File: config.mk
export PLATFORM = sky130hd
export DESIGN_NAME = permutation_cycle_decomposer
export DESIGN_NICKNAME = d
export VERILOG_FILES = /design/src/rtl/core/pcd_pkg.sv /design/src/rtl/core/pcd_front.sv /design/src/rtl/core/pcd_job_fifo.sv /design/src/rtl/core/pcd_back.sv /design/src/rtl/core/permutation_cycle_decomposer.sv
export SDC_FILE = /design/constraint.sdc
export NUM_CORES = 1
export LEC_CHECK = 0
export BUFFER_PORTS_ARGS = -buffer_cell sky130_fd_sc_hd__buf_2
export CORE_MARGIN = 2
export CORE_UTILIZATION = 65
export CTS_CLUSTER_SIZE = 16
export DETAILED_ROUTE_END_ITERATION = 6
export GPL_TIMING_DRIVEN = 1
export PLACE_DENSITY = 0.82
export SLEW_MARGIN = 15
export SYNTH_ARGS = -nofsm -noshare
export SYNTH_HDL_FRONTEND = slang
export SYNTH_HIERARCHICAL = 1
export SYNTH_SLANG_ARGS = --single-unit
File: constraint.sdc
create_clock -name clk -period 10.87 [get_ports clk]
set_clock_uncertainty 0.1 [all_clocks]
set_input_delay 1.087 -clock clk [delete_from_list [all_inputs] [get_ports clk]]
set_output_delay 1.087 -clock clk [all_outputs]
set_load 0.02 [all_outputs]
File: src/rtl/core/pcd_pkg.sv
package pcd_pkg;

  localparam int MAX_NODES   = 32;
  localparam int IDX_W       = $clog2(MAX_NODES);
  localparam int LEN_W       = $clog2(MAX_NODES + 1);
  localparam int CFG_W       = 6;
  localparam int ROW_CNT_W   = 6;
  localparam int NODE_W      = 6;
  localparam int JOB_Q_DEPTH = 2;

  localparam logic [CFG_W-1:0]     NODE_COUNT_RESET = 6'd32;
  localparam logic [ROW_CNT_W-1:0] ROW_CNT_MAX      = '1;

  typedef logic [MAX_NODES-1:0] node_vec_t;

  // one matrix handed from the row loader to the decomposer
  typedef struct packed {
    logic bank;
    logic pre_fault;
  } job_t;

  typedef struct packed {
    logic             en;
    logic             bank;
    logic [IDX_W-1:0] addr;
    logic [IDX_W-1:0] data;
  } tbl_wr_t;

  typedef struct packed {
    logic valid;
    logic bank;
  } job_done_t;

  typedef enum logic [2:0] {
    B_IDLE,
    B_FIND,
    B_WALK,
    B_NEXT_LEN,
    B_PICK,
    B_NODE,
    B_CLOSE,
    B_FAULT
  } b_state_t;

  function automatic logic [IDX_W-1:0] lowest_set(input node_vec_t v);
    logic [IDX_W-1:0] r;
    r = '0;
    for (int i = MAX_NODES - 1; i >= 0; i--) begin
      if (v[i]) r = IDX_W'(i);
    end
    return r;
  endfunction

  // zero acts as one node, anything above the table size as the table size
  function automatic logic [CFG_W-1:0] nodes_in_use(input logic [CFG_W-1:0] cnt);
    logic [CFG_W-1:0] r;
    r = cnt;
    if (cnt == '0) r = CFG_W'(1);
    else if (cnt > CFG_W'(MAX_NODES)) r = CFG_W'(MAX_NODES);
    return r;
  endfunction

  function automatic node_vec_t node_mask_of(input logic [CFG_W-1:0] n);
    node_vec_t m;
    for (int i = 0; i < MAX_NODES; i++) begin
      m[i] = (CFG_W'(i) < n);
    end
    return m;
  endfunction

endpackage

File: src/rtl/core/pcd_front.sv
module pcd_front
  import pcd_pkg::*;
(
  input  logic                 clk,
  input  logic                 rst,
  input  logic                 row_valid,
  output logic                 row_ready,
  input  logic [31:0]          row_mask,
  input  logic                 last_row,
  input  logic [CFG_W-1:0]     node_num,
  input  node_vec_t            node_mask,
  input  job_done_t            done,
  input  logic                 q_full,
  output tbl_wr_t              wr,
  output logic                 push,
  output job_t                 push_job
);

  logic [ROW_CNT_W-1:0] row_counter;
  logic                 row_fault;
  logic                 wr_bank;
  logic [1:0]           bank_busy;
  logic [1:0]           bank_busy_next;

  logic                 accept;
  node_vec_t            masked;
  logic                 found;
  logic [IDX_W-1:0]     succ;
  logic [ROW_CNT_W-1:0] rc_inc;

  assign row_ready = !bank_busy[wr_bank] && !q_full;
  assign accept    = row_valid && row_ready;

  assign masked = row_mask[MAX_NODES-1:0] & node_mask;
  assign found  = |masked;
  assign succ   = lowest_set(masked);
  assign rc_inc = (row_counter == ROW_CNT_MAX) ? row_counter : row_counter + ROW_CNT_W'(1);

  // rows beyond the table are counted but not stored
  assign wr.en   = accept && (row_counter < ROW_CNT_W'(MAX_NODES));
  assign wr.bank = wr_bank;
  assign wr.addr = row_counter[IDX_W-1:0];
  assign wr.data = succ;

  assign push               = accept && last_row;
  assign push_job.bank      = wr_bank;
  assign push_job.pre_fault = row_fault || !found || (rc_inc != ROW_CNT_W'(node_num));

  always_comb begin
    bank_busy_next = bank_busy;
    if (done.valid) bank_busy_next[done.bank] = 1'b0;
    if (push) bank_busy_next[wr_bank] = 1'b1;
  end

  always_ff @(posedge clk) begin
    if (rst) begin
      row_counter <= '0;
      row_fault   <= 1'b0;
      wr_bank     <= 1'b0;
      bank_busy   <= '0;
    end else begin
      bank_busy <= bank_busy_next;
      if (accept) begin
        if (last_row) begin
          row_counter <= '0;
          row_fault   <= 1'b0;
          wr_bank     <= !wr_bank;
        end else begin
          row_counter <= rc_inc;
          if (!found) row_fault <= 1'b1;
        end
      end
    end
  end

endmodule

File: src/rtl/core/pcd_job_fifo.sv
module pcd_job_fifo
  import pcd_pkg::*;
(
  input  logic clk,
  input  logic rst,
  input  logic push,
  input  job_t push_job,
  output logic full,
  input  logic pop,
  output job_t head,
  output logic empty
);

  localparam int PTR_W = (JOB_Q_DEPTH > 1) ? $clog2(JOB_Q_DEPTH) : 1;
  localparam int CNT_W = $clog2(JOB_Q_DEPTH + 1);

  job_t             entries [JOB_Q_DEPTH];
  logic [PTR_W-1:0] wptr;
  logic [PTR_W-1:0] rptr;
  logic [CNT_W-1:0] count;
  logic             do_push;
  logic             do_pop;

  assign full    = (count == CNT_W'(JOB_Q_DEPTH));
  assign empty   = (count == '0);
  assign head    = entries[rptr];
  assign do_push = push && !full;
  assign do_pop  = pop && !empty;

  function automatic logic [PTR_W-1:0] ptr_inc(input logic [PTR_W-1:0] p);
    return (p == PTR_W'(JOB_Q_DEPTH - 1)) ? '0 : p + PTR_W'(1);
  endfunction

  always_ff @(posedge clk) begin
    if (do_push) entries[wptr] <= push_job;
  end

  always_ff @(posedge clk) begin
    if (rst) begin
      wptr  <= '0;
      rptr  <= '0;
      count <= '0;
    end else begin
      if (do_push) wptr <= ptr_inc(wptr);
      if (do_pop) rptr <= ptr_inc(rptr);
      unique case ({do_push, do_pop})
        2'b10:   count <= count + CNT_W'(1);
        2'b01:   count <= count - CNT_W'(1);
        default: count <= count;
      endcase
    end
  end

endmodule

File: src/rtl/core/pcd_back.sv
module pcd_back
  import pcd_pkg::*;
(
  input  logic              clk,
  input  logic              rst,
  input  node_vec_t         node_mask,
  input  tbl_wr_t           wr,
  input  job_t              job,
  input  logic              q_empty,
  output logic              pop,
  output job_done_t         done,
  output logic              res_valid,
  input  logic              res_ready,
  output logic [NODE_W-1:0] node,
  output logic              cycle_end,
  output logic              last,
  output logic              fault
);

  logic [IDX_W-1:0] tbl0 [MAX_NODES];
  logic [IDX_W-1:0] tbl1 [MAX_NODES];

  b_state_t state;
  b_state_t state_next;

  logic             job_bank;
  logic [IDX_W-1:0] cur;
  logic [IDX_W-1:0] start;
  logic [LEN_W-1:0] wlen;
  logic [LEN_W-1:0] cur_len;
  logic [LEN_W-1:0] remain;
  node_vec_t        visited;
  node_vec_t        is_start;
  node_vec_t        len_present;
  node_vec_t        match;
  logic [LEN_W-1:0] len_of [MAX_NODES];

  logic [IDX_W-1:0] succ_cur;
  logic             slot_free;
  node_vec_t        cand;
  logic             cand_any;
  logic [IDX_W-1:0] cand_idx;
  logic [LEN_W-1:0] wlen_inc;
  logic             walk_close;
  logic [IDX_W-1:0] len_idx;
  logic [LEN_W-1:0] len_new;
  node_vec_t        match_new;
  logic [IDX_W-1:0] match_idx;
  node_vec_t        match_rest;
  logic             all_out;

  logic              out_load;
  logic [NODE_W-1:0] out_node;
  logic              out_end;
  logic              out_last;
  logic              out_fault;

  always_ff @(posedge clk) begin
    if (wr.en) begin
      if (wr.bank) tbl1[wr.addr] <= wr.data;
      else tbl0[wr.addr] <= wr.data;
    end
  end

  assign succ_cur   = job_bank ? tbl1[cur] : tbl0[cur];
  assign slot_free  = !res_valid || res_ready;
  assign cand       = ~visited & node_mask;
  assign cand_any   = |cand;
  assign cand_idx   = lowest_set(cand);
  assign wlen_inc   = wlen + LEN_W'(1);
  assign walk_close = (succ_cur == start);
  assign len_idx    = lowest_set(len_present);
  assign len_new    = LEN_W'(len_idx) + LEN_W'(1);
  assign match_idx  = lowest_set(match);
  assign match_rest = match & ~(node_vec_t'(1) << start);
  assign all_out    = (match_rest == '0) && (len_present == '0);

  always_comb begin
    for (int s = 0; s < MAX_NODES; s++) begin
      match_new[s] = is_start[s] && (len_of[s] == len_new);
    end
  end

  always_comb begin
    state_next = state;
    unique case (state)
      B_IDLE:     if (!q_empty) state_next = job.pre_fault ? B_FAULT : B_FIND;
      B_FIND:     state_next = cand_any ? B_WALK : B_NEXT_LEN;
      B_WALK: begin
        if (visited[cur]) state_next = B_FAULT;
        else if (walk_close) state_next = B_FIND;
      end
      B_NEXT_LEN: state_next = B_PICK;
      B_PICK:     state_next = B_NODE;
      B_NODE:     if (slot_free && remain == LEN_W'(1)) state_next = B_CLOSE;
      B_CLOSE: begin
        if (slot_free) begin
          priority if (match_rest != '0) state_next = B_PICK;
          else if (len_present != '0) state_next = B_NEXT_LEN;
          else state_next = B_IDLE;
        end
      end
      B_FAULT:    if (slot_free) state_next = B_IDLE;
      default:    state_next = B_IDLE;
    endcase
  end

  always_comb begin
    pop        = 1'b0;
    done.valid = 1'b0;
    done.bank  = job_bank;
    out_load   = 1'b0;
    out_node   = NODE_W'(cur) + NODE_W'(1);
    out_end    = 1'b0;
    out_last   = 1'b0;
    out_fault  = 1'b0;
    unique case (state)
      B_IDLE: pop = !q_empty;
      B_NODE: out_load = slot_free;
      B_CLOSE: begin
        out_load   = slot_free;
        out_node   = NODE_W'(start) + NODE_W'(1);
        out_end    = 1'b1;
        out_last   = all_out;
        done.valid = slot_free && all_out;
      end
      B_FAULT: begin
        out_load   = slot_free;
        out_node   = '0;
        out_last   = 1'b1;
        out_fault  = 1'b1;
        done.valid = slot_free;
      end
      default: ;
    endcase
  end

  always_ff @(posedge clk) begin
    if (rst) state <= B_IDLE;
    else state <= state_next;
  end

  always_ff @(posedge clk) begin
    unique case (state)
      B_IDLE: begin
        if (!q_empty) begin
          job_bank    <= job.bank;
          visited     <= '0;
          is_start    <= '0;
          len_present <= '0;
        end
      end
      B_FIND: begin
        if (cand_any) begin
          start <= cand_idx;
          cur   <= cand_idx;
          wlen  <= '0;
        end
      end
      B_WALK: begin
        if (!visited[cur]) begin
          visited[cur] <= 1'b1;
          if (walk_close) begin
            // length minus one is the walk count before this step
            is_start[start]               <= 1'b1;
            len_of[start]                 <= wlen_inc;
            len_present[wlen[IDX_W-1:0]]  <= 1'b1;
          end else begin
            cur  <= succ_cur;
            wlen <= wlen_inc;
          end
        end
      end
      B_NEXT_LEN: begin
        cur_len              <= len_new;
        len_present[len_idx] <= 1'b0;
        match                <= match_new;
      end
      B_PICK: begin
        start  <= match_idx;
        cur    <= match_idx;
        remain <= cur_len;
      end
      B_NODE: begin
        if (slot_free) begin
          cur    <= succ_cur;
          remain <= remain - LEN_W'(1);
        end
      end
      B_CLOSE: if (slot_free) match <= match_rest;
      default: ;
    endcase
  end

  // output register: hold until transfer, reload in the same cycle
  always_ff @(posedge clk) begin
    if (out_load) begin
      node      <= out_node;
      cycle_end <= out_end;
      last      <= out_last;
      fault     <= out_fault;
    end
  end

  always_ff @(posedge clk) begin
    if (rst) res_valid <= 1'b0;
    else if (out_load) res_valid <= 1'b1;
    else if (res_ready) res_valid <= 1'b0;
  end

endmodule

File: src/rtl/core/permutation_cycle_decomposer.sv
// Takes an assignment matrix one row per transfer (lowest set bit of each row
// names that node's successor; tlast marks the final row) and returns its
// cycles, shortest first and equal lengths by smallest start node, each as
// 1-based node numbers from its start node plus a closing repeat of the start
// node flagged in tuser bit 0. A bad matrix (empty row, wrong row count, or
// not a permutation) returns one result with node 0 and the fault flag.
// Rows load at one per cycle while row_ready is high (the target bank is
// free and the job queue is not full) into one of two successor banks, so
// the next matrix can load while the current one is being decomposed.
// Decomposing a matrix takes the job, then walks each node, searching for an
// unvisited start node before each walk and when none is left, then sets
// up each distinct length in turn and per cycle picks its start, emits one
// result per node and the closing result. Each result waits for
// the output register to be free, so a stalled receiver holds the emission.
// The walk and emission share one successor read port.
module permutation_cycle_decomposer
  import pcd_pkg::*;
(
  input  logic        clk,
  input  logic        rst,
  input  logic        cfg_valid,
  output logic        cfg_ready,
  input  logic [5:0]  cfg_data,    // node_count
  input  logic        s_tvalid,
  output logic        s_tready,
  input  logic [31:0] s_tdata,     // row_mask
  input  logic        s_tlast,
  output logic        m_tvalid,
  input  logic        m_tready,
  output logic [7:0]  m_tdata,     // node[5:0], zero fill
  output logic [1:0]  m_tuser,     // {fault, cycle_end}
  output logic        m_tlast
);

  logic [CFG_W-1:0]  node_count;
  logic [CFG_W-1:0]  node_num;
  node_vec_t         node_mask;

  tbl_wr_t           wr;
  logic              push;
  job_t              push_job;
  logic              q_full;
  logic              q_empty;
  logic              pop;
  job_t              head;
  job_done_t         done;
  logic [NODE_W-1:0] node;
  logic              cycle_end;
  logic              fault;

  assign cfg_ready = 1'b1;

  always_ff @(posedge clk) begin
    if (rst) node_count <= NODE_COUNT_RESET;
    else if (cfg_valid && cfg_ready) node_count <= cfg_data;
  end

  assign node_num  = nodes_in_use(node_count);
  assign node_mask = node_mask_of(node_num);

  pcd_front u_front (
    .clk       (clk),
    .rst       (rst),
    .row_valid (s_tvalid),
    .row_ready (s_tready),
    .row_mask  (s_tdata),
    .last_row  (s_tlast),
    .node_num  (node_num),
    .node_mask (node_mask),
    .done      (done),
    .q_full    (q_full),
    .wr        (wr),
    .push      (push),
    .push_job  (push_job)
  );

  pcd_job_fifo u_fifo (
    .clk      (clk),
    .rst      (rst),
    .push     (push),
    .push_job (push_job),
    .full     (q_full),
    .pop      (pop),
    .head     (head),
    .empty    (q_empty)
  );

  pcd_back u_back (
    .clk       (clk),
    .rst       (rst),
    .node_mask (node_mask),
    .wr        (wr),
    .job       (head),
    .q_empty   (q_empty),
    .pop       (pop),
    .done      (done),
    .res_valid (m_tvalid),
    .res_ready (m_tready),
    .node      (node),
    .cycle_end (cycle_end),
    .last      (m_tlast),
    .fault     (fault)
  );

  assign m_tdata = {{(8 - NODE_W){1'b0}}, node};
  assign m_tuser = {fault, cycle_end};

endmodule
### Yosys cells after proc, flatten, opt, wreduce, memory -nomap -nowiden

Memories as Yosys holds them, arrays and structs flattened. A register that Yosys moved wholly into a read port is not among the register bits.
Index checks and enable logic that the tools add are counted.

* memories: 4
* register bits after elaboration: 190
* logic and storage cells: 458
* bits of input ports: 44
* bits in writable memories: 516

* shifts and indexed selects: 1
* muxes and demuxes: 215
* $add $sub $neg: 10
* reductions and logical operators: 87
* bitwise logic cells: 14
* eq/ne operators: 57
* $lt $le $gt $ge: 46

Memory list
* u_back.len_of: words 32, bits a word 6, rd ports 32, clocked after memory_dff 0, write ports 1, line pcd_back.sv:36 `logic [LEN_W-1:0] len_of [MAX_NODES];`
* u_back.tbl0: words 32, bits a word 5, rd ports 1, clocked after memory_dff 1, write ports 1, line pcd_back.sv:20 `logic [IDX_W-1:0] tbl0 [MAX_NODES];`
* u_back.tbl1: words 32, bits a word 5, rd ports 1, clocked after memory_dff 1, write ports 1, line pcd_back.sv:21 `logic [IDX_W-1:0] tbl1 [MAX_NODES];`
* u_fifo.entries: words 2, bits a word 2, rd ports 1, clocked after memory_dff 1, write ports 1, line pcd_job_fifo.sv:17 `job_t entries [JOB_Q_DEPTH];`

Operator list (count)
* two-way mux 5 bit: 135
* two-way mux 32 bit: 7
* == test 6 bit: 32
* one-hot mux 32 bit (2 select lines): 3
* bitwise AND 32 bit: 4
* less-than comparator 5 x 6 -> 1 bit (first input constant): 16
* inverter 32 bit: 3
* OR 32 bit: 3
* one-hot mux 32 bit (3 select lines): 1
* logical NOT 32 bit: 2
* nonzero test 32 bit: 2
* OR reduction 32 bit: 2
* less-than comparator 4 x 6 -> 1 bit (first input constant): 8
* two-way mux 6 bit: 8
* logical AND 1 bit: 47
* one-hot mux 6 bit (2 select lines): 3
* two-way mux 1 bit: 34
* << shifter 1 x 5 -> 32 bit (first input constant): 1
* less-than comparator 3 x 6 -> 1 bit (first input constant): 4
* less-than comparator 5 x 6 -> 1 bit (second input constant): 4
* two-way mux 3 bit: 8
* one-hot mux 3 bit (8 select lines): 1
* demux 1 bit (select 5 bit): 4
* greater-or-equal comparator 5 x 1 -> 1 bit (second input constant): 4
* other kinds (48): 94

### Longest topological paths before layout

Gate-level depths: netlist of run 1.

* depth after elaboration: 40
* depth in mapped cells: 16
* gate-level depth less buffers: 12

### Hierarchy

The synthesis of run 1 kept the hierarchy.

Modules (own cells, without submodules)
* pcd_back: sequential area each 20539.7 µm², area each 31332.6 µm², instances 1, cells each 2349
* pcd_front: sequential area each 200.2 µm², area each 1234.9 µm², instances 1, cells each 179
* permutation_cycle_decomposer: sequential area each 120.1 µm², area each 639.4 µm², instances 1, cells each 97
* pcd_job_fifo: sequential area each 220.2 µm², area each 366.6 µm², instances 1, cells each 32

### Least setup slack after synthesis of run 1

OpenSTA, ideal clock, no wires.

* kind: register to register
* start point: reg u_back.cur[0]
* end point: reg u_back.is_start[0] (enable)
* arrival time: 6.250 ns
* slack: 4.050 ns
* data required time: 10.300 ns
* path buffers: 2
* cell stages (with the launch flop): 9
* path through: edfxtp_1 clkbuf_1 clkbuf_1 mux4_2 a22oi_1 nand4_1 or2_2 a21oi_1 a21boi_0

* word-level cells in the longest chain between the ends: 4

Ends and longest elaborated chain
* start: declaration: line pcd_back.sv:27 `logic [IDX_W-1:0] cur;`
* start signal: assignment: line pcd_back.sv:156 `cur <= cand_idx;`
* start signal: assignment: line pcd_back.sv:169 `cur <= succ_cur;`
* start signal: assignment: line pcd_back.sv:181 `cur <= match_idx;`
* binary-select mux 1 bit (select 5 bit): line pcd_back.sv:161 `if (!visited[cur]) begin`
* two-way mux 1 bit (implied by the code): line pcd_back.sv:161
* inequality test 2 bit (no source line)
* AND reduction 4 bit (no source line)
* end signal: assignment: line pcd_back.sv:149 `is_start <= '0;`
* end signal: indexed assignment: line pcd_back.sv:165 `is_start[start] <= 1'b1;`
* end: declaration: line pcd_back.sv:33 `node_vec_t is_start;`

No other way between the ends. The select of a mux whose other input is x is not followed.
A chain may end at the register's enable or synchronous reset.

==> insert_results.sql, run 1 <==
INSERT INTO impl_metrics (metric_group, metric, value, unit) VALUES
('synthesis', 'synth_top_flop_cell', 'sky130_fd_sc_hd__edfxtp_1', ''),
('drt', 'route.detailed.drc', '1', ''),
('outcome', 'violated_checks', 'DRC', ''),
('synthesis', 'fraction_of_the_mapped_netlist_area_in_compound_gates', '0.104', ''),
('clock_tree', 'cts_tree', 'done', ''),
('run', 'max-cap-violations', '0', ''),
('drt', 'detail_route.wl_per_cell', '26.8', 'um'),
('worst_setup_path', 'critical_path_peak_fanout', '52', ''),
('clock_tree', 'cts_inserted_buffers', '72', ''),
('clock_tree', 'postCtsSetupBuffers', '0', ''),
('synthesis', 'dominant_combinational_cell_family_by_area_after_synthesis', 'simple AND/OR/NAND/NOR gates', ''),
('worst_setup_path', 'crit_end_element', 'flip-flop', ''),
('clock_tree', 'post_cts_hold_fix_bufs', '0', ''),
('floorplan', 'starting_density_of_the_core', '0.656', ''),
('power', 'vdd_drop_max', '0.190', 'mV'),
('cells_and_area', 'final_nets', '2717', ''),
('worst_setup_path', 'worst-setup-path-type', 'flip-flop to flip-flop', ''),
('worst_setup_path', 'data_required_time_at_the_worst_endpoint', '11.00', 'ns'),
('cells_and_area', 'sequential_cell_area', '21100', 'um^2'),
('cells_and_area', 'design_area', '36800', 'um^2'),
('synthesis', 'edff_count_synth', '682', ''),
('synthesis', 'synth_simple_gate_area_frac', '0.126', ''),
('synthesis', 'synth_async_sr_flop_share', '0', ''),
('synthesis', 'synth_seq_cells', '712', ''),
('drt', 'ant_nets', '0', ''),
('cells_and_area', 'area.growth.synth_to_final', '9.61', '%'),
('grt', 'grt_antenna_before_repair', '1', ''),
('floorplan', 'core-area', '51200', 'um^2'),
('clock_tree', 'insertion_delay', '0.62', 'ns'),
('grt', 'met3_usage', '0.0687', ''),
('sta', 'timing.slew.headroom', '0.208', ''),
('placement', 'buffer_ports.inserted', '54', ''),
('outcome', 'run_status', 'finished, violations left', ''),
('grt', 'maximum_number_of_pins_on_one_net_before_global_route_repair', '73', ''),
('floorplan', 'die-width', '231', 'um'),
('grt', 'grt_pass1_wl', '138000', 'um'),
('synthesis', 'synth_cells', '2657', ''),
('drt', 'viasPerCell', '7.08', ''),
('placement', 'gp_congestion', '0.998', ''),
('floorplan', 'number_of_cell_rows', '83', ''),
('clock_tree', 'post_cts_resize_count', '0', ''),
('power', 'swShare', '0.355', ''),
('grt', 'global_route.usage.met2', '0.529', ''),
('synthesis', 'synth-xor-area-share', '0.0428', ''),
('cells_and_area', 'layout-drive-gt1-share', '0.123', ''),
('clock_tree', 'cts.path.max_buffers', '3', ''),
('power', 'total_leakage_power', '12.2', 'nW'),
('cells_and_area', 'finalNonFillerCells', '3397', ''),
('grt', 'groute.layer.met1.usage', '0.469', ''),
('sta', 'final.period_utilization', '0.509', ''),
('clock_tree', 'ctsRootBufferMaster', 'sky130_fd_sc_hd__clkbuf_16', ''),
('power', 'power.share.combinational', '0.300', ''),
('grt', 'busiest_layer_in_global_routing', 'met2', ''),
('sta', 'fin_crit', '5.53', 'ns'),
('sta', 'max_slew.worst_pin.slew', '1.19', 'ns'),
('worst_setup_path', 'critical_path_arrival', '5.66', 'ns'),
('worst_setup_path', 'timing.critical_path.from_type', 'flip-flop', ''),
('power', 'clock_power_share', '0.276', ''),
('power', 'fin_total_pwr', '9.21', 'mW'),
('synthesis', 'ys.warnings.count', '6', ''),
('synthesis', 'synthesis.area', '33600', 'um^2'),
('clock_tree', 'cts.reportedPaths.clkPinSlew', '0.06', 'ns'),
('synthesis', 'post_synth_fa_ha_maj_area_fraction', '0.00447', ''),
('sta', 'achievable-frequency', '181', 'MHz'),
('cells_and_area', 'multi_input_area', '11700', 'um^2'),
('sta', 'finalHoldViolCount', '0', ''),
('power', 'p_int', '5.94', 'mW'),
('floorplan', 'die_area', '53500', 'um^2'),
('placement', 'numPlacedInstances', '3267', ''),
('drt', 'route.vias.total', '24000', ''),
('synthesis', 'syn_avg_cell_area', '12.6', 'um^2');
-- layout by cell type (no fill, tap or decap), types with 51 or more instances in the layout --
master                        n
sky130_fd_sc_hd__o21ai_0    122
sky130_fd_sc_hd__xnor2_1     68
sky130_fd_sc_hd__mux2i_1     67
sky130_fd_sc_hd__o22ai_1     51
sky130_fd_sc_hd__xor2_1      91
sky130_fd_sc_hd__clkbuf_16   75
sky130_fd_sc_hd__nand2_1    141
sky130_fd_sc_hd__edfxtp_1   682
sky130_fd_sc_hd__nand3_1     86
sky130_fd_sc_hd__nor2_1     315
sky130_fd_sc_hd__nor3_1      80
sky130_fd_sc_hd__buf_2       54
sky130_fd_sc_hd__a21oi_1    148
sky130_fd_sc_hd__mux4_2      66
-- logic make-up after synthesis --
group / Yosys count
AO/OA/AOI/OAI: 547
buffers and inverters: 214
XOR/XNOR: 164
flip-flops: 712
multiplexers: 141
other: 2
AND/OR/NAND/NOR: 865
adder cells (fa/ha/maj): 12
-- critical path, stage by stage, from the launching register on --
cell	delay [ns]
sky130_fd_sc_hd__dfxtp_4	0.93
sky130_fd_sc_hd__buf_4	0.78
sky130_fd_sc_hd__mux4_2	0.62
sky130_fd_sc_hd__a22oi_1	0.21
sky130_fd_sc_hd__a21oi_1	0.12
sky130_fd_sc_hd__nor3_1	0.43
sky130_fd_sc_hd__a31oi_1	0.13
sky130_fd_sc_hd__xnor2_1	0.19
sky130_fd_sc_hd__nand4_1	0.24
sky130_fd_sc_hd__nand3b_1	0.23
sky130_fd_sc_hd__buf_4	0.31
sky130_fd_sc_hd__nor3_1	0.71
-- cell type report --
| type | count | share of cell area |
|---|---|---|
| flip-flops and latches | 712 | 0.573 |
| multi-input cells | 1734 | 0.319 |
| inverters | 54 | 0.00551 |
| well taps | 680 | 0.0231 |
| clock buffers | 87 | 0.0525 |
| repair buffers | 87 | 0.0141 |
| clock inverters | 43 | 0.0128 |
-- power by group through the flow --
stage / Clock [mW] / Combinational [mW] / Sequential [mW]
floorplan: 0 / 1.94 / 3.72
global placement: 0 / 2.58 / 3.93
detailed placement: 0 / 2.64 / 3.94
CTS: 2.56 / 2.68 / 3.89
global route: 2.65 / 2.91 / 3.94
finish: 2.54 / 2.77 / 3.91
-- path summary, 6_finish.rpt --
| check | slack (ns) | to | cells past startpoint | startpoint |
|---|---|---|---|---|
| max reg2reg | 5.34 | u_back/len_of[21][4]$_DFFE_PP_ | 11 | flip-flop |
| max | 5.34 | u_back/len_of[21][4]$_DFFE_PP_ | 11 | flip-flop |
| min reg2reg | 0.40 | u_fifo/wptr$_SDFFE_PP0N_ | 2 | u_fifo/wptr$_SDFFE_PP0N_ |
| min | 0.40 | u_fifo/wptr$_SDFFE_PP0N_ | 2 | u_fifo/wptr$_SDFFE_PP0N_ |
-- layer usage --
metal / up-vias / share of wire
met5: - / 0
met4: 0 / 0.050
met3: 397 / 0.14
met2: 2090 / 0.46
met1: 11400 / 0.35
li1: 10100 / -
-- per-stage QoR --
step,hold slack (ns),setup slack [ns]
after global routing,0.431,5.19
after floorplan,0.349,4.05
after global placement,0.368,5.68
final,0.396,5.34
after CTS,0.395,5.42
after detailed placement,0.381,5.51
-- flip-flops by register name, indices dropped and copies added, names as in the netlist, 2 cells and up, named ones only --
name                 count
u_back/len_of          192
u_back/node              6
u_back/start             5
u_back/match            32
u_back/visited          32
node_count               6
u_front/bank_busy        2
u_fifo/count             2
u_back/is_start         32
u_fifo/entries           4
u_front/row_counter      6
u_back/remain            6
u_back/tbl0            160
u_back/state             3
u_back/wlen              6
u_back/len_present      32
u_back/cur_len           6
u_back/cur               5
u_back/tbl1            160
-- Yosys cell counts (38+ instances only) --
| cell | number |
|---|---|
| sky130_fd_sc_hd__edfxtp_1 | 682 |
| sky130_fd_sc_hd__nor2_1 | 317 |
| sky130_fd_sc_hd__a21oi_1 | 149 |
| sky130_fd_sc_hd__nand2_1 | 142 |
| sky130_fd_sc_hd__o21ai_0 | 123 |
| sky130_fd_sc_hd__xor2_1 | 92 |
| sky130_fd_sc_hd__clkbuf_1 | 90 |
| sky130_fd_sc_hd__nand3_1 | 86 |
| sky130_fd_sc_hd__nor3_1 | 81 |
| sky130_fd_sc_hd__xnor2_1 | 72 |
| sky130_fd_sc_hd__mux2i_1 | 67 |
| sky130_fd_sc_hd__mux4_2 | 66 |
| sky130_fd_sc_hd__o22ai_1 | 51 |
| sky130_fd_sc_hd__inv_1 | 49 |
| sky130_fd_sc_hd__nand2b_1 | 49 |
| sky130_fd_sc_hd__a22oi_1 | 38 |
(Power assumes the default switching activity.)
==> run 2, diff against run 1 <==
- CORE_UTILIZATION: 65 -> 63
- PLACE_DENSITY: 0.82 -> 0.8
- clock period: 10.87 -> 5.1 ns (I/O delays scaled with it)
==> run 2 against run 1 <==
Compared with the run above:
- the flow now finishes without violations
- clock power is 110% higher
- combinational power is 120% higher
- first-iteration DRC count is 0.89% lower
- non-clock buffer count is 56 higher
- critical path type unchanged
- worst hold slack worse by 0.37 ns
- cell count is 1.8% higher
- critical endpoint is now u_back/len_of[28][0]$_DFFE_PP_
- global-route usage is 0.53 points lower
==> insert_results.sql, run 2 (synthesis gave the netlist of run 1 again) <==
INSERT INTO impl_metrics (metric_group, metric, value, unit) VALUES
('grt', 'global_route.usage.total', '0.336', ''),
('sta', 'finalHoldViolCount', '0', ''),
('outcome', 'run_status', 'finished, final reports clean', ''),
('drt', 'route.detailed.drc', '0', ''),
('cells_and_area', 'reg.largest.list', 'u_back/len_of x192, u_back/tbl0 x160, u_back/tbl1 x160', ''),
('run', 'max-cap-violations', '0', ''),
('worst_setup_path', 'crit_end_element', 'flip-flop', ''),
('worst_setup_path', 'timing.critical_path.from_type', 'flip-flop', ''),
('sta', 'max_slew.worst_pin.slew', '1.27', 'ns'),
('worst_setup_path', 'worstRegToRegCells', '11', ''),
('clock_tree', 'cts_tree', 'done', ''),
('clock_tree', 'insertion_delay', '0.62', 'ns'),
('sta', 'setup_slack', '0.482', 'ns'),
('placement', 'detailed_place.area', '34900', 'um^2'),
('power', 'p_int', '12.7', 'mW'),
('clock_tree', 'post_cts_hold_fix_bufs', '0', ''),
('sta', 'rsz0062_at_grt', 'no', ''),
('sta', 'timing.slew.headroom', '0.146', ''),
('placement', 'buffer_ports.inserted', '54', ''),
('sta', 'totalNegativeSetupSlack', '0', 'ns'),
('clock_tree', 'postCtsSetupBuffers', '0', ''),
('sta', 'fin_crit', '4.62', 'ns'),
('clock_tree', 'cts.sinks', '712', ''),
('floorplan', 'core-area', '52700', 'um^2'),
('power', 'fin_total_pwr', '19.8', 'mW'),
('power', 'clock_power_share', '0.269', ''),
('clock_tree', 'cts_inserted_buffers', '71', ''),
('worst_setup_path', 'endpoint', 'u_back/len_of[28][0]$_DFFE_PP_', ''),
('grt', 'grt_antenna_before_repair', '0', ''),
('power', 'vdd_drop_max', '0.420', 'mV'),
('worst_setup_path', 'path_cells', 'buf_4 -> mux4_2 -> a22oi_1 -> a21oi_1 -> nor3_1 -> a31oi_1 -> xnor2_1 -> nand4_1 -> nand3b_1 -> buf_4 -> nor3_1', ''),
('floorplan', 'floorplan.io_pins', '58', ''),
('cells_and_area', 'antenna_diode_instance_count', '0', ''),
('worst_setup_path', 'worst-setup-path-type', 'flip-flop to flip-flop', ''),
('grt', 'maximum_number_of_pins_on_one_net_before_global_route_repair', '73', ''),
('power', 'total_leakage_power', '12.5', 'nW'),
('floorplan', 'die-height', '235', 'um'),
('drt', 'ant_nets', '0', ''),
('grt', 'first_global_vias', '23500', ''),
('sta', 'final.period_utilization', '0.906', ''),
('worst_setup_path', 'critical_path_arrival', '4.76', 'ns'),
('drt', 'detail_route.wirelength', '93200', 'um'),
('cells_and_area', 'final_common_cell', 'sky130_fd_sc_hd__edfxtp_1', ''),
('drt', 'detail_route.wl_per_cell', '27.0', 'um'),
('worst_setup_path', 'max_stage_delay', '0.70', 'ns'),
('cells_and_area', 'layout-drive-gt1-share', '0.135', ''),
('grt', 'grt_pass1_wl', '142000', 'um'),
('cells_and_area', 'registers.top_by_ff_count', 'u_back/len_of', ''),
('clock_tree', 'cts_h_tree_depth', '3', ''),
('clock_tree', 'ctsRootBufferMaster', 'sky130_fd_sc_hd__clkbuf_16', ''),
('drt', 'route.vias.total', '24100', ''),
('cells_and_area', 'design_area', '37200', 'um^2'),
('sta', 'finalSetupViolations', '0', ''),
('drt', 'viasPerCell', '6.98', ''),
('placement', 'gp_congestion', '0.980', ''),
('sta', 'maxSlewViolCount', '0', ''),
('clock_tree', 'cts.reportedPaths.clkPinSlew', '0.06', 'ns'),
('worst_setup_path', 'critical_path_peak_fanout', '32', ''),
('power', 'swShare', '0.355', ''),
('floorplan', 'starting_density_of_the_core', '0.638', ''),
('power', 'power.share.combinational', '0.311', ''),
('floorplan', 'number_of_cell_rows', '84', ''),
('placement', 'worst_setup_slack_after_placement', '0.737', 'ns'),
('worst_setup_path', 'crit_path_top_delay_cell', 'sky130_fd_sc_hd__nor3_1', ''),
('cells_and_area', 'area.growth.synth_to_final', '10.9', '%'),
('cells_and_area', 'layout_common_cells', 'sky130_fd_sc_hd__edfxtp_1, sky130_fd_sc_hd__nor2_1, sky130_fd_sc_hd__a21oi_1', ''),
('power', 'power-per-cell-area', '531', 'nW/um^2'),
('worst_setup_path', 'timing.rr.end', 'u_back/len_of[28][0]$_DFFE_PP_', ''),
('worst_hold_path', 'hold_crit_path_type', 'primary input to flip-flop', ''),
('placement', 'post_detailed_placement_half_perimeter_wirelength', '58500', 'um'),
('floorplan', 'die-width', '235', 'um'),
('drt', 'drt_first_pass_iters', '7', ''),
('power', 'pwr-share-seq', '0.420', ''),
('clock_tree', 'post_cts_resize_count', '0', ''),
('worst_setup_path', 'data_required_time_at_the_worst_endpoint', '5.24', 'ns'),
('drt', 'detailedRoute.firstIterationViolations', '3892', ''),
('cells_and_area', 'largest_register_ff_count', '192', ''),
('floorplan', 'die_area', '55200', 'um^2'),
('clock_tree', 'cts.path.max_buffers', '3', ''),
('grt', 'grt_remaining_overflow', '0', ''),
('sta', 'achievable-frequency', '217', 'MHz'),
('worst_setup_path', 'r2r_setup_slack', '0.48', 'ns'),
('power', 'power.net_switching', '7.02', 'mW'),
('cells_and_area', 'final_nets', '2772', '');
run 2: per-layer routing:
metal	up-vias	track usage	routed length [um]
met5	-	0	0
li1	10200	-	-
met3	325	0.0784	12700
met4	0	0.155	4180
met2	2013	0.510	42300
met1	11600	0.465	34000
run 2: per-stage QoR:
stage,utilization,std cells,hold slack [ns]
2_1_floorplan,-,2660,0.349
3_3_place_gp,0.662,3331,0.363
3_5_place_dp,0.662,3331,0.389
4_1_cts,0.707,3458,0.0120
5_1_grt,0.707,3458,0.0250
6_report,0.707,3458,0.0303
run 2: worst min-delay path by stage:
| stage | slack [ns] | to | from | cells after the start |
|---|---|---|---|---|
| after global placement | 0.36 | u_front/bank_busy[0]$_SDFF_PP0_ | u_front/bank_busy[0]$_SDFF_PP0_ | 2 |
| final | 0.03 | node_count[5]$_SDFFE_PP1P_ | cfg_data[5] | 2 |
| after detailed placement | 0.39 | u_fifo/wptr$_SDFFE_PP0N_ | u_fifo/wptr$_SDFFE_PP0N_ | 2 |
| after global routing | 0.03 | node_count[5]$_SDFFE_PP1P_ | cfg_data[5] | 2 |
| after CTS | 0.01 | node_count[5]$_SDFFE_PP1P_ | cfg_data[5] | 2 |
| after floorplan | 0.35 | u_front/bank_busy[0]$_SDFF_PP0_ | u_front/bank_busy[0]$_SDFF_PP0_ | 2 |
run 2: power groups by stage:
stage	sequential (mW)	combinational [mW]	clock, mW
3_5_place_dp	8.37	5.86	0
6_report	8.30	6.15	5.31
2_1_floorplan	7.92	4.16	0
3_3_place_gp	8.33	5.70	0
4_1_cts	8.26	5.95	5.35
5_1_grt	8.36	6.48	5.58
run 2: worst max-delay path, delay by kind of cell (launching register included):
kind	cells	cell delay [ns]
AO/OA/AOI/OAI	3	0.59
XOR/XNOR	1	0.19
buffers and inverters	2	0.63
flip-flops	1	0.62
multiplexers	1	0.54
AND/OR/NAND/NOR	4	1.53
run 2: final cells by class:
type,count,area (um^2)
clock buffer,91,1940
inverter,54,203
multi-input combinational,1734,11700
timing repair buffer,143,1000
clock inverter,36,402
tap,688,861
fill,3303,15400
sequential,712,21100
